$ cat src/rtl/adler32_length_prefixed_deframer_assert.svh
// assertion macros shared by the deframer rtl
// no dependencies; compiled to empty bodies when SYNTHESIS is defined
`ifndef ADLER32_LENGTH_PREFIXED_DEFRAMER_ASSERT_SVH
`define ADLER32_LENGTH_PREFIXED_DEFRAMER_ASSERT_SVH
`ifndef SYNTHESIS
// property holds at every edge out of reset
`define A32D_ASSERT_ALWAYS(lbl, clk, rst, prop, msg) \
  lbl: assert property (@(posedge clk) disable iff (rst) (prop)) else $error(msg);
// consequent holds in the same cycle as the antecedent
`define A32D_ASSERT_SAME(lbl, clk, rst, ante, cons, msg) \
  lbl: assert property (@(posedge clk) disable iff (rst) (ante) |-> (cons)) else $error(msg);
// consequent holds in the cycle after the antecedent
`define A32D_ASSERT_NEXT(lbl, clk, rst, ante, cons, msg) \
  lbl: assert property (@(posedge clk) disable iff (rst) (ante) |=> (cons)) else $error(msg);
`else
`define A32D_ASSERT_ALWAYS(lbl, clk, rst, prop, msg)
`define A32D_ASSERT_SAME(lbl, clk, rst, ante, cons, msg)
`define A32D_ASSERT_NEXT(lbl, clk, rst, ante, cons, msg)
`endif
`endif

$ cat src/rtl/a32d_pkg.sv
// types and constants of the length-prefixed adler-32 deframer
// no dependencies
package a32d_pkg;

  localparam int unsigned HEADER_BYTES = 4;
  localparam int unsigned CFG_W        = 31;

  localparam logic [CFG_W-1:0] MIN_FRAME_LEN_RST = 31'd10;
  localparam logic [CFG_W-1:0] MAX_FRAME_LEN_RST = 31'd67108864;

  localparam logic CFG_IDX_MIN_LEN = 1'b0;
  localparam logic CFG_IDX_MAX_LEN = 1'b1;

  localparam logic [16:0] ADLER_MOD   = 17'd65521;
  localparam logic [15:0] SUM_LOW_RST = 16'd1;

  localparam logic [31:0] HDR_LEN      = 32'(HEADER_BYTES);
  localparam logic [31:0] MIN_BODY_LEN = 32'(2 * HEADER_BYTES);
  localparam logic [31:0] MIN_NAME_LEN = 32'd2;
  localparam logic [30:0] HDR_LAST_IDX = 31'(HEADER_BYTES - 1);

  typedef enum logic {
    PH_HEADER = 1'b0,
    PH_BODY   = 1'b1
  } phase_t;

  typedef enum logic [2:0] {
    ROLE_LEN      = 3'd0,
    ROLE_NAME_LEN = 3'd1,
    ROLE_NAME     = 3'd2,
    ROLE_PAYLOAD  = 3'd3,
    ROLE_CHECK    = 3'd4
  } role_t;

  typedef enum logic [1:0] {
    ST_OK       = 2'd0,
    ST_BAD_LEN  = 2'd1,
    ST_CHECKSUM = 2'd2,
    ST_BAD_NAME = 2'd3
  } status_t;

  typedef struct packed {
    logic       init;
    logic       update;
    logic [7:0] data;
  } adler_ctl_t;

endpackage

$ cat src/rtl/a32d_cfg_regs.sv
// frame length limit registers
// depends on a32d_pkg
module a32d_cfg_regs
  import a32d_pkg::*;
(
  input  logic             clk,
  input  logic             rst,
  input  logic             we,
  input  logic             index,
  input  logic [CFG_W-1:0] data,
  output logic [CFG_W-1:0] min_len,
  output logic [CFG_W-1:0] max_len
);

  always_ff @(posedge clk) begin
    if (rst) begin
      min_len <= MIN_FRAME_LEN_RST;
      max_len <= MAX_FRAME_LEN_RST;
    end else if (we) begin
      if (index == CFG_IDX_MIN_LEN) begin
        min_len <= data;
      end else begin
        max_len <= data;
      end
    end
  end

endmodule

$ cat src/rtl/a32d_adler_acc.sv
// adler-32 running sums, one byte per cycle with conditional modulo subtract
// depends on a32d_pkg and the assertion macro header
`include "adler32_length_prefixed_deframer_assert.svh"
module a32d_adler_acc
  import a32d_pkg::*;
(
  input  logic        clk,
  input  logic        rst,
  input  adler_ctl_t  ctl,
  output logic [31:0] sum
);

  logic [15:0] sum_low;
  logic [15:0] sum_high;
  logic [16:0] low_add;
  logic [16:0] low_mod;
  logic [16:0] high_add;
  logic [16:0] high_mod;

  always_comb begin
    low_add  = {1'b0, sum_low} + {9'b0, ctl.data};
    low_mod  = (low_add >= ADLER_MOD) ? (low_add - ADLER_MOD) : low_add;
    high_add = {1'b0, sum_high} + {1'b0, low_mod[15:0]};
    high_mod = (high_add >= ADLER_MOD) ? (high_add - ADLER_MOD) : high_add;
  end

  always_ff @(posedge clk) begin
    if (rst) begin
      sum_low  <= SUM_LOW_RST;
      sum_high <= '0;
    end else if (ctl.init) begin
      sum_low  <= SUM_LOW_RST;
      sum_high <= '0;
    end else if (ctl.update) begin
      sum_low  <= low_mod[15:0];
      sum_high <= high_mod[15:0];
    end
  end

  assign sum = {sum_high, sum_low};

  `A32D_ASSERT_ALWAYS(a_low_reduced, clk, rst, ({1'b0, sum_low} < ADLER_MOD), "sum_low not reduced")
  `A32D_ASSERT_ALWAYS(a_high_reduced, clk, rst, ({1'b0, sum_high} < ADLER_MOD), "sum_high not reduced")

endmodule

$ cat src/rtl/a32d_frame_ctl.sv
// frame parser: phase, counters, length fields, status and result register
// depends on a32d_pkg and the assertion macro header
`include "adler32_length_prefixed_deframer_assert.svh"
module a32d_frame_ctl
  import a32d_pkg::*;
(
  input  logic             clk,
  input  logic             rst,
  input  logic             step,
  input  logic             out_take,
  input  logic [7:0]       data_in,
  input  logic             restart_in,
  input  logic [CFG_W-1:0] min_len,
  input  logic [CFG_W-1:0] max_len,
  input  logic [31:0]      adler_sum,
  output adler_ctl_t       adler_ctl,
  output logic             res_valid,
  output logic [7:0]       res_byte,
  output logic [2:0]       res_role,
  output logic             res_end,
  output logic [1:0]       res_status
);

  phase_t      phase, phase_next;
  logic [30:0] byte_count, byte_count_next;
  logic [31:0] frame_length, frame_length_next;
  logic [31:0] name_length, name_length_next;
  logic [31:0] received_check, received_check_next;
  logic        halted, halted_next;

  // state as seen by this item, after a restart has cleared it
  phase_t      eff_phase;
  logic [30:0] eff_count;
  logic [31:0] eff_flen;
  logic [31:0] eff_nlen;
  logic [31:0] eff_rcheck;
  logic        eff_halted;
  logic        emit;

  logic [31:0] flen_shift;
  logic [31:0] nlen_shift;
  logic [31:0] rcheck_shift;
  logic [30:0] count_inc;
  logic        hdr_done;
  logic        bad_len;
  logic [31:0] i_ext;
  logic        in_check;
  logic        is_last;
  logic        in_nlen_field;
  logic        name_ok;
  logic        in_name;
  logic        sum_match;

  role_t       role_c;
  logic        end_c;
  status_t     status_c;

  assign eff_phase  = restart_in ? PH_HEADER : phase;
  assign eff_count  = restart_in ? '0 : byte_count;
  assign eff_flen   = restart_in ? '0 : frame_length;
  assign eff_nlen   = restart_in ? '0 : name_length;
  assign eff_rcheck = restart_in ? '0 : received_check;
  assign eff_halted = restart_in ? 1'b0 : halted;
  assign emit       = step && !eff_halted;

  assign flen_shift   = {eff_flen[23:0], data_in};
  assign nlen_shift   = {eff_nlen[23:0], data_in};
  assign rcheck_shift = {eff_rcheck[23:0], data_in};
  assign count_inc    = eff_count + 31'd1;
  assign hdr_done     = (eff_count == HDR_LAST_IDX);
  assign bad_len      = flen_shift[31] ||
                        (flen_shift[30:0] < min_len) ||
                        (flen_shift[30:0] > max_len) ||
                        (flen_shift < MIN_BODY_LEN);

  assign i_ext         = {1'b0, eff_count};
  assign in_check      = (i_ext >= (eff_flen - HDR_LEN));
  assign is_last       = ((i_ext + 32'd1) >= eff_flen);
  assign in_nlen_field = (i_ext < HDR_LEN);
  assign name_ok       = !eff_nlen[31] && (eff_nlen >= MIN_NAME_LEN) &&
                         (eff_nlen <= (eff_flen - MIN_BODY_LEN));
  assign in_name       = name_ok && ((i_ext - HDR_LEN) < eff_nlen);
  assign sum_match     = (adler_sum == rcheck_shift);

  // result fields of this item
  always_comb begin
    role_c   = ROLE_LEN;
    end_c    = 1'b0;
    status_c = ST_OK;
    unique case (eff_phase)
      PH_HEADER: begin
        if (hdr_done && bad_len) begin
          end_c    = 1'b1;
          status_c = ST_BAD_LEN;
        end
      end
      PH_BODY: begin
        if (in_check) begin
          role_c = ROLE_CHECK;
          if (is_last) begin
            end_c = 1'b1;
            if (!sum_match) begin
              status_c = ST_CHECKSUM;
            end else if (!name_ok) begin
              status_c = ST_BAD_NAME;
            end
          end
        end else if (in_nlen_field) begin
          role_c = ROLE_NAME_LEN;
        end else if (in_name) begin
          role_c = ROLE_NAME;
        end else begin
          role_c = ROLE_PAYLOAD;
        end
      end
      default: begin
        role_c = ROLE_LEN;
      end
    endcase
  end

  // next state
  always_comb begin
    phase_next          = phase;
    byte_count_next     = byte_count;
    frame_length_next   = frame_length;
    name_length_next    = name_length;
    received_check_next = received_check;
    halted_next         = halted;
    if (emit) begin
      phase_next          = eff_phase;
      byte_count_next     = eff_count;
      frame_length_next   = eff_flen;
      name_length_next    = eff_nlen;
      received_check_next = eff_rcheck;
      halted_next         = eff_halted;
      if (end_c) begin
        phase_next          = PH_HEADER;
        byte_count_next     = '0;
        frame_length_next   = '0;
        name_length_next    = '0;
        received_check_next = '0;
        halted_next         = (status_c != ST_OK);
      end else begin
        unique case (eff_phase)
          PH_HEADER: begin
            frame_length_next = flen_shift;
            if (hdr_done) begin
              phase_next      = PH_BODY;
              byte_count_next = '0;
            end else begin
              byte_count_next = count_inc;
            end
          end
          PH_BODY: begin
            byte_count_next = count_inc;
            if (in_check) begin
              received_check_next = rcheck_shift;
            end else if (in_nlen_field) begin
              name_length_next = nlen_shift;
            end
          end
          default: begin
            phase_next = PH_HEADER;
          end
        endcase
      end
    end
  end

  always_ff @(posedge clk) begin
    if (rst) begin
      phase          <= PH_HEADER;
      byte_count     <= '0;
      frame_length   <= '0;
      name_length    <= '0;
      received_check <= '0;
      halted         <= 1'b0;
    end else begin
      phase          <= phase_next;
      byte_count     <= byte_count_next;
      frame_length   <= frame_length_next;
      name_length    <= name_length_next;
      received_check <= received_check_next;
      halted         <= halted_next;
    end
  end

  always_comb begin
    adler_ctl.init   = emit && (restart_in || end_c);
    adler_ctl.update = emit && (eff_phase == PH_BODY) && !in_check;
    adler_ctl.data   = data_in;
  end

  // result register
  always_ff @(posedge clk) begin
    if (rst) begin
      res_valid <= 1'b0;
    end else if (step) begin
      res_valid <= !eff_halted;
    end else if (out_take) begin
      res_valid <= 1'b0;
    end
  end

  always_ff @(posedge clk) begin
    if (emit) begin
      res_byte   <= data_in;
      res_role   <= role_c;
      res_end    <= end_c;
      res_status <= status_c;
    end
  end

  `A32D_ASSERT_NEXT(a_error_halts, clk, rst, emit && end_c && (status_c != ST_OK), halted, "frame error did not halt")
  `A32D_ASSERT_SAME(a_len_end_status, clk, rst, emit && end_c && (role_c == ROLE_LEN), status_c == ST_BAD_LEN, "header end without bad length")

endmodule

$ cat src/rtl/adler32_length_prefixed_deframer.sv
// length-prefixed frame deframer with adler-32 check, one byte per item
// an accepted byte is held in the input register, its result item in the result register
// throughput: 1 item per cycle while out_stall is low, bounded by the adler-32 update
// reset: synchronous, active high; limits return to 10 and 67108864, block unhalted
// depends on a32d_pkg, a32d_cfg_regs, a32d_adler_acc, a32d_frame_ctl and the assertion macro header
`include "adler32_length_prefixed_deframer_assert.svh"
module adler32_length_prefixed_deframer
  import a32d_pkg::*;
(
  input  logic             clk,
  input  logic             rst,
  // configuration write port
  input  logic             cfg_we,
  input  logic             cfg_index,
  input  logic [CFG_W-1:0] cfg_data,
  // input item channel
  input  logic             in_valid,
  output logic             in_stall,
  input  logic [7:0]       rx_byte,
  input  logic             restart,
  // result item channel
  output logic             out_valid,
  input  logic             out_stall,
  output logic [7:0]       out_byte,
  output logic [2:0]       role,
  output logic             frame_end,
  output logic [1:0]       status
);

  logic [CFG_W-1:0] min_len;
  logic [CFG_W-1:0] max_len;
  logic [31:0]      adler_sum;
  adler_ctl_t       adler_ctl;

  // input register holds one item between the channel and the parser
  logic       in_full;
  logic [7:0] in_byte_r;
  logic       in_restart_r;
  logic       in_take;
  logic       out_take;
  logic       load;

  // the parser moves an item whenever the result register is free or drains now
  assign out_take = out_valid && !out_stall;
  assign load     = in_full && (!out_valid || !out_stall);
  assign in_stall = in_full && !load;
  assign in_take  = in_valid && !in_stall;

  always_ff @(posedge clk) begin
    if (rst) begin
      in_full <= 1'b0;
    end else if (in_take) begin
      in_full <= 1'b1;
    end else if (load) begin
      in_full <= 1'b0;
    end
  end

  always_ff @(posedge clk) begin
    if (in_take) begin
      in_byte_r    <= rx_byte;
      in_restart_r <= restart;
    end
  end

  a32d_cfg_regs u_cfg (
    .clk     (clk),
    .rst     (rst),
    .we      (cfg_we),
    .index   (cfg_index),
    .data    (cfg_data),
    .min_len (min_len),
    .max_len (max_len)
  );

  // running checksum over body bytes ahead of the trailing check field
  a32d_adler_acc u_adler (
    .clk (clk),
    .rst (rst),
    .ctl (adler_ctl),
    .sum (adler_sum)
  );

  // halted items are consumed here without producing a result
  a32d_frame_ctl u_frame (
    .clk        (clk),
    .rst        (rst),
    .step       (load),
    .out_take   (out_take),
    .data_in    (in_byte_r),
    .restart_in (in_restart_r),
    .min_len    (min_len),
    .max_len    (max_len),
    .adler_sum  (adler_sum),
    .adler_ctl  (adler_ctl),
    .res_valid  (out_valid),
    .res_byte   (out_byte),
    .res_role   (role),
    .res_end    (frame_end),
    .res_status (status)
  );

  `A32D_ASSERT_NEXT(a_in_held, clk, rst, in_full && !load, in_full, "buffered item lost while stalled")

endmodule

$ cat config.mk
export PLATFORM = sky130hd
export DESIGN_NAME = adler32_length_prefixed_deframer
export DESIGN_NICKNAME = d
export VERILOG_FILES = /design/src/rtl/a32d_pkg.sv /design/src/rtl/a32d_cfg_regs.sv /design/src/rtl/a32d_adler_acc.sv /design/src/rtl/a32d_frame_ctl.sv /design/src/rtl/adler32_length_prefixed_deframer.sv
export VERILOG_INCLUDE_DIRS = /design/src /design/src/rtl
export SDC_FILE = /design/constraint.sdc
export NUM_CORES = 1
export LEC_CHECK = 0
export ABC_AREA = 1
export ABC_CLOCK_PERIOD_IN_PS = 6700
export BUFFER_PORTS_ARGS = -buffer_cell sky130_fd_sc_hd__buf_2
export CAP_MARGIN = 10
export CORE_MARGIN = 1.5
export CORE_UTILIZATION = 35
export CTS_BUF_LIST = sky130_fd_sc_hd__clkbuf_2 sky130_fd_sc_hd__clkbuf_4 sky130_fd_sc_hd__clkbuf_8
export CTS_CLUSTER_SIZE = 40
export DETAILED_ROUTE_END_ITERATION = 10
export GPL_TIMING_DRIVEN = 0
export SYNTH_ARGS = -nofsm -noshare
export SYNTH_HDL_FRONTEND = slang
export SYNTH_SLANG_ARGS = --single-unit
$ cat constraint.sdc
create_clock -name clk -period 6.7 [get_ports clk]
set_input_delay 0.335 -clock clk [delete_from_list [all_inputs] [get_ports clk]]
set_output_delay 0.335 -clock clk [all_outputs]
set_load 0.01 [all_outputs]
==> reports/qor.tcl, run 1 <==
set qor(status) {finished, final reports clean}
set qor(place_hpwl_um) 57600
set qor(finalSetupViolations) 0
set qor(first_global_vias) 19800
set qor(detail_route.wl_per_cell_um) 17.3
set qor(finalCritPeriodShare_pct) 93.2
set qor(setup.reg_to_reg.worst_slack_ps) 450
set qor(critPathTopFamily) {simple AND/OR/NAND/NOR gates}
set qor(via_per_inst) 5.05
set qor(clock_tree.root_cell) {clkbuf_8}
set qor(ws_path_type) {register to register}
set qor(antenna_left) 0
set qor(core_region_area_sq_um) 58800
set qor(synth.top_cells.by_count) {956 x nand2_1, 423 x inv_1, 310 x nor2_1}
set qor(routed_wirelength_um) 73000
set qor(global_route.usage.total_pct) 23.8
set qor(worstHoldEndpoint) {u_frame.res_valid}
set qor(worstSetupStartpointType) {register}
set qor(fmax_mhz) 160
set qor(yosysTopAreaCellShare_pct) 21.0
set qor(post_route_cells_drive_above_1_share_pct) 8.34
set qor(gr_met1_demand_resource_pct) 32.6
set qor(r2r-end) {u_frame.byte_count[30]}
set qor(synth.largest_area_cell) {dfxtp_1}
set qor(synth_sequential_area_ratio_pct) 24.3
set qor(total_power_uw) 3710
set qor(netlist_area_sq_um) 20700
set qor(cts-root-to-sink-buffers) 3
set qor(grt_busiest_layer) {met2}
set qor(cp.buffers_inverters) 8
set qor(worst_pin_slew_ps) 1090
set qor(maxCapViolCount) 0
set qor(synth_edf_count) 23
set qor(hp-class) {primary input to register}
set qor(worst_slew_margin_rel_pct) 27.5
set qor(synthCells) 3258
set qor(worst_setup_path_end_kind) {register}
set qor(syn-num-nets) 3529
set qor(detailedRoute.firstPassIterationCount) 6
set qor(min-delay-start) {out_stall}
set qor(rr_startpoint) {in_restart_r}
set qor(seq_cells_post_synth) 240
set qor(timing.final.hold_violations) 0
set qor(worst_ir_drop_vdd_uv) 133
set qor(grt_first_pass_wirelength_um) 113000
set qor(global_route_met3_utilization_pct) 2.81
set qor(drv_slew) 0
set qor(drc_errors) 0
set qor(finClkSkew_ps) 49.5
set qor(synth_area_leaders) {dfxtp_1 21%, nand2_1 17%, ha_1 13%}
set qor(cp_num_cells) 27
set qor(number_of_h_tree_branching_levels) 2
set qor(met2_grt_util_pct) 37.8
set qor(worst_ep_required_time_ps) 7210
set qor(layout.core_utilization_pct) 39.8
set qor(pin_count) 62
set qor(worstPathMaxFanout) 10
set qor(clock_insertion_delay_worst_skew_ps) 670
set qor(post-synth-top-count-cell) {nand2_1}
set qor(die_h_um) 246
set qor(drt_iter0_drc) 1809
set qor(cts_buffer_count) 47
set qor(effective_utilization_at_floorplan_pct) 35.3
set qor(clock_sink_count) 240
set qor(synthArstFlopShare_pct) 0
set qor(yosysUniqueCellTypes) 57
set qor(tritoncts_clock_tree) {yes}
set qor(overflow) 0
set qor(synth_flop_cell) {dfxtp_1}
set qor(maximum_number_of_pins_on_one_net_before_global_route_repair) 24
set qor(synthToLayoutAreaGrowth_pct) 13.0
set qor(design.die.area_sq_um) 60700
set qor(p_per_area_nw_per_um2) 159
set qor(number_of_i_o_port_buffers) 60
set qor(timing.hold.worst_path_depth) 3
set qor(place_congestion) 0.983
set qor(critical_path.max_stage_delay_ps) 520
set qor(route.vias.total) 21300
set qor(leakagePower_uw) 0.0116
set qor(period_needed_ps) 6250
set qor(yosys_warnings) 0
set qor(cts.reportedPaths.clkPinSlew_ps) 60
set qor(slowest_cell_on_crit_path) {nor3_1}
set qor(worst_ep_arrival_time_ps) 6760
set qor(die_width_um) 246
set qor(avgSynthCellArea_sq_um) 6.36
set qor(grt_antenna_before_repair) 2
set qor(worst-r2r-cell-count) 27
set qor(cpMostUsedCell) {nand2_1}
set qor(nets) 3676
set qor(placement_row_count) 89
==> power by group <==
group	internal (uW)	switching [uW]	total (uW)
Clock	925	730	1660
Combinational	178	374	552
Sequential	1490	19.4	1510
Total	2590	1120	3710
==> worst reg2reg max path, stage by stage (launching register included) <==
cell and delay [ps]:
edfxtp_1 510, inv_2 90, buf_6 170, buf_12 170, buf_12 180, buf_4 200, buf_2 250, nand2_1 250
ha_1 320, nand3_1 270, nor3_1 520, nand3_1 320, nand3b_1 290, nor2_1 190, xor2_1 100, ha_1 300
nand2_1 70, nor3_1 330, nand4_1 180, nor2_2 180, nand2_4 140, nand2_8 150, nand3_2 180, nand2_1 250
inv_2 140, buf_4 230, nand2_1 100, a21oi_1 60
==> routing by layer <==
layer	wire length (um)	vias up
li1	-	10800
met1	33600	9672
met2	31900	694
met3	4420	133
met4	3060	0
met5	0	-
==> worst max path at each step <==
stage	from	endpoint	slack, ps
after floorplan	in_byte_r[0]	u_adler.sum_high[9]	1800
after global placement	in_byte_r[0]	u_adler.sum_high[12]	110
after detailed placement	in_byte_r[0]	u_adler.sum_high[12]	110
after CTS	in_byte_r[0]	u_adler.sum_high[5]	100
after global routing	in_byte_r[0]	u_adler.sum_high[5]	-6
final	in_restart_r	u_frame.byte_count[30]	450
==> area by class of cell <==
class | instances | area (sq um)
Fill cell | 6492 | 35400
Multi-Input combinational cell | 2472 | 13500
Sequential cell | 240 | 5030
Inverter | 445 | 1670
Tap cell | 773 | 967
Clock buffer | 65 | 832
Timing Repair Buffer | 98 | 678
Buffer | 101 | 547
Clock inverter | 20 | 188
Antenna cell | 1 | 2.50
==> layout by cell type (no fill, tap or decap), drive strengths merged, types with 2 or more instances in the layout <==
master | synthesis | layout
nand4 | 77 | 77
xnor2 | 18 | 18
or2 | 4 | 4
xor2 | 119 | 119
o31ai | 2 | 2
buf | 48 | 109
fa | 2 | 2
nand2 | 993 | 993
nand3 | 146 | 146
edfxtp | 23 | 23
o21a | 2 | 2
clkinv | 4 | 17
a21o | 3 | 3
nand3b | 4 | 4
ha | 223 | 223
a31oi | 2 | 2
dfxtp | 217 | 217
nor3b | 3 | 3
and2 | 11 | 11
nor2 | 334 | 334
o21ai | 154 | 154
clkbuf | 53 | 118
nor3 | 44 | 44
inv | 441 | 444
a211oi | 5 | 5
bufinv | 0 | 3
o211ai | 10 | 10
dlygate4sd3 | 0 | 37
a21oi | 292 | 292
nor4 | 17 | 17
==> flip-flops by register name, indices dropped and copies added (netlist names), 16 cells and up <==
signal                  cells
u_cfg.min_len              31
u_cfg.max_len              31
u_frame.frame_length       32
u_frame.name_length        32
u_adler.sum_high           16
u_frame.byte_count         31
u_frame.received_check     24
u_adler.sum_low            16
==> logic make-up (layout without fill, tap and decap cells) <==
kind of cell    Yosys count  in the layout  share of synthesized area [%]
compound gates          474            474                           11.9
xor+xnor                137            137                           5.79
fa+ha+maj               225            225                           13.7
buf+inv                 546            729                           10.7
flops                   240            240                           24.3
other cells               0              1                              0
simple gates           1636           1636                           33.7
==> stage by stage <==
step	setup TNS, ps	cell area [sq um]	setup slack, ps	hold WS [ps]	instances
floorplan	0	20700	1800	434	3258
finish	0	23400	454	40.7	4215
global route	-5.52	23400	-5.52	6.41	4215
global placement	0	22000	111	450	4091
CTS	0	23400	101	1.34	4213
detailed placement	0	22000	113	454	4091
==> timing repair <==
item                                    in CTS  in global routing
endpoints found under the setup margin       0                 43
buffers inserted                             0                  1
endpoints found under the hold margin       57                  0
resized for setup                            0                  4
hold buffers                                37                  0
Note: power is estimated with default switching activity, not from simulation.
==> inputs of run 2 (changes only) <==
Settings changed: CORE_MARGIN 1.5 to not set.
==> run 2 against run 1 <==
  * First-iteration DRC count fell by 3.8%
  * Worst setup slack worse by 140 ps
  * Register-to-register slack got worse by 140 ps
  * Critical path depth decreased by 1
  * Clock skew grew 15 ps
  * Total power increased by 5.6%
  * Sequential share of layout area fell by 0.20 points
  * Combinational power hardly changed
  * Non-clock buffer count up 7
  * Clock power rose by 13%
  * Design area is 0.93% higher
  * Largest power group unchanged
==> reports/qor.tcl, run 2 (synthesis results as in run 1) <==
set qor(pin_count) 62 ;# unchanged
set qor(clock_tree.root_cell) {clkbuf_8}
set qor(placed_cells) 4084 ;# -0.17%
set qor(synthToLayoutAreaGrowth_pct) 14.0
set qor(finClkSkew_ps) 64.8 ;# +15.3 ps
set qor(number_of_h_tree_branching_levels) 2 ;# unchanged
set qor(timing.hold.worst_path_depth) 3 ;# unchanged
set qor(layout.core_utilization_pct) 40.7 ;# +0.83 points
set qor(post_route_cells_drive_above_1_share_pct) 8.49 ;# +0.15 points
set qor(worstSetupStartpoint) {in_restart_r}
set qor(final_area_sq_um) 23600 ;# +0.93%
set qor(place_congestion) 0.957 ;# -2.7%
set qor(global_route.usage.total_pct) 23.8 ;# -0.034 points
set qor(cts-root-to-sink-buffers) 3 ;# unchanged
set qor(effective_utilization_at_floorplan_pct) 35.7 ;# +0.40 points
set qor(leakagePower_uw) 0.0117 ;# +0.88%
set qor(design.die.area_sq_um) 60200 ;# -0.81%
set qor(final_critical_path_setup_slack_ps) 314 ;# -140 ps
set qor(ws_path_type) {register to register}
set qor(worst_setup_path_end_kind) {register}
set qor(unrepaired_setup_endpoints_after_global_routing) {false}
set qor(number_of_i_o_port_buffers) 60 ;# unchanged
set qor(status) {finished, final reports clean}
set qor(dpl_cell_area_sq_um) 22000 ;# about the same
set qor(finalSetupViolations) 0 ;# unchanged
set qor(filler_cell_count) 6368 ;# -1.9%
set qor(grt_antenna_before_repair) 2 ;# unchanged
set qor(drv_slew) 0 ;# unchanged
set qor(worst_ir_drop_vdd_uv) 141 ;# +6.3%
set qor(antenna_left) 0 ;# unchanged
set qor(route.vias.total) 21100 ;# -0.63%
set qor(first_global_vias) 19600 ;# -1.0%
set qor(period_needed_ps) 6390 ;# +140 ps
set qor(worst_ep_arrival_time_ps) 6930 ;# +170 ps
set qor(core_region_area_sq_um) 58100 ;# -1.1%
set qor(fin_tns_setup_ps) 0 ;# unchanged
set qor(placement_row_count) 88 ;# -1.1%
set qor(maximum_number_of_pins_on_one_net_before_global_route_repair) 17 ;# -29%
set qor(clock_sink_count) 240 ;# unchanged
set qor(final_common_cell) {nand2_1}
set qor(worstSetupStartpointType) {register}
set qor(tritoncts_clock_tree) {yes}
set qor(timing.final.hold_violations) 0 ;# unchanged
set qor(worst_ep_required_time_ps) 7240 ;# +30 ps
set qor(detailedRoute.firstPassIterationCount) 6 ;# unchanged
set qor(rr_startpoint) {in_restart_r}
set qor(p_per_area_nw_per_um2) 166 ;# +4.6%
set qor(drt_iter0_drc) 1741 ;# -3.8%
set qor(hp-class) {primary input to register}
set qor(worst_pin_slew_ps) 975 ;# -113 ps
set qor(via_per_inst) 5.01 ;# -0.70%
set qor(min-delay-start) {cfg_index}
set qor(drc_errors) 0 ;# unchanged
set qor(clock_insertion_delay_worst_skew_ps) 700 ;# +30 ps
set qor(cts.reportedPaths.clkPinSlew_ps) 60 ;# about the same
set qor(worst-r2r-cell-count) 26 ;# -3.7%
set qor(finalCritPeriodShare_pct) 95.3 ;# +2.1 points
set qor(maxCapViolCount) 0 ;# unchanged
set qor(place_hpwl_um) 56900 ;# -1.2%
set qor(largestRegisters) {u_frame.frame_length x32, u_frame.name_length x32}
set qor(overflow) 0 ;# unchanged
set qor(die_h_um) 245 ;# -0.41%
set qor(fmax_mhz) 157 ;# -2.2%
set qor(cts_buffer_count) 48 ;# +2.1%
set qor(worstPathMaxFanout) 10 ;# unchanged
set qor(grt_first_pass_wirelength_um) 112000 ;# -0.74%
set qor(nets) 3684 ;# +0.22%
set qor(routed_wirelength_um) 72100 ;# -1.3%
set qor(layout_common_cells) {956 x nand2_1, 423 x inv_1, 309 x nor2_1}
set qor(die_width_um) 245 ;# -0.41%
set qor(fin_cells) 4218 ;# +0.071%
set qor(place_ws_ps) 422 ;# +309 ps
set qor(detail_route.wl_per_cell_um) 17.1 ;# -1.4%
set qor(worst_slew_margin_rel_pct) 34.8 ;# +7.3 points
run 2: metal layers:
metal	wire, um	global-route usage, %	part of all wire [%]	up-vias
met4	2280	8.07	3.2	0
met2	32300	38.5	45	664
met5	0	0	0	-
met3	4510	3.19	6.3	127
li1	-	-	-	10800
met1	33000	32.3	46	9550
run 2: final cells by class:
| type | count | area, sq um | area share, % |
|---|---|---|---|
| antenna | 1 | 2.50 | 0.0106 |
| timing repair buffer | 105 | 763 | 3.23 |
| multi-input combinational | 2472 | 13500 | 57.1 |
| clock inverter | 14 | 254 | 1.07 |
| inverter | 445 | 1670 | 7.06 |
| clock buffer | 75 | 913 | 3.86 |
| sequential | 240 | 5030 | 21.3 |
| tap | 765 | 957 | 4.05 |
| buffer | 101 | 547 | 2.31 |
run 2: path summary, 6_finish.rpt:
| check | endpoint | slack, ps |
|---|---|---|
| setup / recovery | u_frame.byte_count[4] | 310 |
| hold / removal | u_cfg.min_len[3] | 80 |
| setup reg to reg | u_frame.byte_count[4] | 310 |
| hold reg to reg | u_cfg.min_len[26] | 460 |
run 2: timing repair:
item / CTS / global route
buffers inserted: 0 / 2
hold buffers: 42 / 0
gates resized for setup: 0 / 6
endpoints found under the hold margin: 73 / 0
endpoints found under the setup margin: 0 / 16
run 2: critical path, stage by stage (launching register included):
cell      delay [ps]
edfxtp_1         500
buf_4            250
buf_6            190
buf_4            210
buf_2            240
nor2_1           270
ha_1             410
nand2_1          220
nor3b_1          320
nand2_1          200
nor2_1           200
nand2_1          100
or3_1            380
nor2_1           160
xnor2_1          140
clkinv_1         110
ha_1             280
nand2_1           70
nor4b_1          530
nand3_1          140
nand3_1          270
nand3_2          190
buf_4            220
nand2_1          280
inv_2            120
nand3_1          130
a21oi_1           70
run 2: stage by stage:
stage | hold slack (ps) | total power (uW)
floorplan | 434 | 1880
global route | 57.8 | 4080
global placement | 451 | 2050
detailed placement | 453 | 2060
finish | 76.9 | 3920
CTS | 18.1 | 3950
run 2: power by group:
part	total (uW)	switching, uW	internal (uW)
clock network	1870	754	1110
registers	1510	19.0	1490
logic	550	367	182
==> inputs of run 3 (changes only) <==
Settings changed: CTS_BUF_LIST sky130_fd_sc_hd__clkbuf_2 sky130_fd_sc_hd__clkbuf_4 sky130_fd_sc_hd__clkbuf_8 to sky130_fd_sc_hd__clkbuf_16.
==> run 3 against run 2 <==
  * Critical path depth unchanged
  * Global-route usage decreased by 0.40 points
  * Total power decreased by 5.1%
  * Largest cell class unchanged
==> reports/qor.tcl, run 3 (synthesis results as in run 1) <==
set qor(maximum_number_of_pins_on_one_net_before_global_route_repair) 16 ;# -1
set qor(timing.hold.worst_path_depth) 3 ;# unchanged
set qor(worst_pin_slew_ps) 1040 ;# +67.0 ps
set qor(placement_row_count) 88 ;# unchanged
set qor(cts.reportedPaths.clkPinSlew_ps) 60 ;# about the same
set qor(finClkSkew_ps) 41.9 ;# -22.9 ps
set qor(finalCritPeriodShare_pct) 94.2 ;# -1.2 points
set qor(die_width_um) 245 ;# unchanged
set qor(slowest_cell_on_crit_path) {nor4b_1}
set qor(drc_errors) 0 ;# unchanged
set qor(antenna-diode-count) 0 ;# -1
set qor(worst_ep_arrival_time_ps) 6780 ;# -150 ps
set qor(tritoncts_clock_tree) {yes}
set qor(clock_tree.root_cell) {clkbuf_16}
set qor(pin_count) 62 ;# unchanged
set qor(drv_slew) 0 ;# unchanged
set qor(worst-r2r-cell-count) 26 ;# unchanged
set qor(leakagePower_uw) 0.0115 ;# -2.0%
set qor(detail_route.wirelength.met1_um) 32600 ;# -1.2%
set qor(fmax_mhz) 159 ;# +1.2%
set qor(global_route.usage.total_pct) 23.4 ;# -0.40 points
set qor(synthToLayoutAreaGrowth_pct) 11.7
set qor(antenna_left) 0 ;# unchanged
set qor(cpMostUsedCell) {nand2_1}
set qor(clock_sink_count) 240 ;# unchanged
set qor(die_h_um) 245 ;# unchanged
set qor(cts-root-to-sink-buffers) 3 ;# unchanged
set qor(worstPathMaxFanout) 10 ;# unchanged
set qor(core_region_area_sq_um) 58100 ;# unchanged
set qor(routed_wirelength_um) 71400 ;# -0.92%
set qor(ws_path_type) {register to register}
set qor(worst_setup_path_end_kind) {register}
set qor(regArea_sq_um) 5030 ;# unchanged
set qor(post_route_cells_drive_above_1_share_pct) 7.29 ;# -1.2 points
set qor(filler_cell_count) 6370 ;# +0.031%
set qor(nets) 3636 ;# -1.3%
set qor(worst_ir_drop_vdd_uv) 296 ;# +110%
set qor(worst_slew_margin_rel_pct) 30.6 ;# -4.2 points
set qor(detailedRoute.firstPassIterationCount) 6 ;# unchanged
set qor(place_congestion) 0.957 ;# unchanged
set qor(cp.buffers_inverters) 7 ;# unchanged
set qor(placed_cells) 4084 ;# unchanged
set qor(number_of_h_tree_branching_levels) 1 ;# -1
set qor(worst_ep_required_time_ps) 7170 ;# -70 ps
set qor(finalSetupViolations) 0 ;# unchanged
set qor(design.die.area_sq_um) 60200 ;# unchanged
set qor(clock_insertion_delay_worst_skew_ps) 610 ;# -90 ps
set qor(cts_buffer_count) 30 ;# -38%
set qor(multi_input_area_sq_um) 13500 ;# about the same
set qor(worstSetupStartpointType) {register}
set qor(critPathTopFamily) {simple AND/OR/NAND/NOR gates}
set qor(overflow) 0 ;# unchanged
set qor(via_per_inst) 5.02 ;# about the same
set qor(route.vias.total) 20800 ;# -1.5%
set qor(maxCapViolCount) 0 ;# unchanged
set qor(hp-class) {primary input to register}
set qor(status) {finished, final reports clean}
set qor(first_global_vias) 19300 ;# -1.7%
set qor(dr_wl_met2_um) 31800 ;# -1.6%
set qor(grt_first_pass_wirelength_um) 110000 ;# -1.3%
set qor(fin_cells) 4152 ;# -1.6%
set qor(final_common_cell) {nand2_1}
set qor(critical_path.max_stage_delay_ps) 520 ;# about the same
set qor(fin_tns_setup_ps) 0 ;# unchanged
set qor(drt_iter0_drc) 1808 ;# +3.8%
set qor(effective_utilization_at_floorplan_pct) 35.7 ;# unchanged
set qor(period_needed_ps) 6310 ;# -77.4 ps
set qor(p_per_area_nw_per_um2) 161 ;# -3.2%
set qor(layout_common_cells) {956 x nand2_1, 428 x inv_1, 310 x nor2_1}
set qor(largestRegisters) {u_frame.frame_length x32, u_frame.name_length x32}
set qor(timing.final.hold_violations) 0 ;# unchanged
set qor(detail_route.wl_per_cell_um) 17.2 ;# +0.65%
set qor(place_hpwl_um) 56900 ;# unchanged
set qor(cp_num_cells) 26 ;# unchanged
set qor(grt_antenna_before_repair) 1 ;# -1
set qor(top_layer_used) {met4}
set qor(number_of_i_o_port_buffers) 60 ;# unchanged
set qor(met3_wirelength_um) 4640 ;# +2.8%
==> run 3: changes by cell type in the layout (fill, tap and decap cells not counted), moves of 2 or more <==
| cell | change |
|---|---|
| clkbuf_16 | +30 |
| clkbuf_8 | -56 |
| clkinv_1 | +5 |
| inv_1 | +5 |
| dlygate4sd3_1 | -31 |
| clkbuf_4 | -19 |
| inv_12 | -2 |
| clkinv_2 | +2 |
==> run 3: worst paths after layout <==
kind	start	endpoint	slack, ps
setup / recovery	in_restart_r	u_frame.byte_count[4]	390
setup reg to reg	in_restart_r	u_frame.byte_count[4]	390
hold reg to reg	u_cfg.max_len[4]	u_cfg.max_len[4]	460
hold / removal	cfg_data[1]	u_cfg.min_len[1]	20
==> run 3: worst min-delay path: stages <==
cell and delay (ps):
buf_2 100, nand2_1 50, o211ai_1 70
==> run 3: cell type report <==
class | count | share of cell area, %
clock inverters | 24 | 1.04
plain buffers | 101 | 2.36
multi-input cells | 2472 | 58.3
repair buffers | 75 | 1.99
clock buffers | 30 | 3.24
well taps | 765 | 4.13
flip-flops and latches | 240 | 21.7
inverters | 445 | 7.21
==> run 3: through the flow <==
step	instance area (sq um)	hold slack [ps]	util [%]	setup WS, ps	total power (uW)
3_3_place_gp	22000	451	37.8	416	2050
2_1_floorplan	20700	434	-	1800	1880
4_1_cts	23100	4.40	39.8	385	3750
5_1_grt	23200	30.3	39.8	-16.6	3860
6_report	23200	23.0	39.8	392	3720
3_5_place_dp	22000	453	37.9	422	2060
==> run 3: layer usage <==
metal	GRT usage [%]	up-vias
li1	-	10700
met1	32.2	9373
met2	37.8	648
met3	2.84	119
met4	7.56	0
met5	0	-
==> run 3: repair_timing <==
| action | in CTS | in global routing |
|---|---|---|
| setup endpoints to repair | 0 | 16 |
| gates resized for setup | 0 | 3 |
| hold buffers | 11 | 0 |
| setup buffers | 0 | 3 |
| hold endpoints to repair | 11 | 0 |
==> run 3: where the power goes <==
| group | switching [uW] | total, uW | internal [uW] | leakage (uW) |
|---|---|---|---|---|
| Combinational | 363 | 533 | 170 | 0.00900 |
| Clock | 683 | 1680 | 998 | 0.000507 |
| Sequential | 19.0 | 1510 | 1490 | 0.00199 |
| Total | 1070 | 3720 | 2650 | 0.0115 |
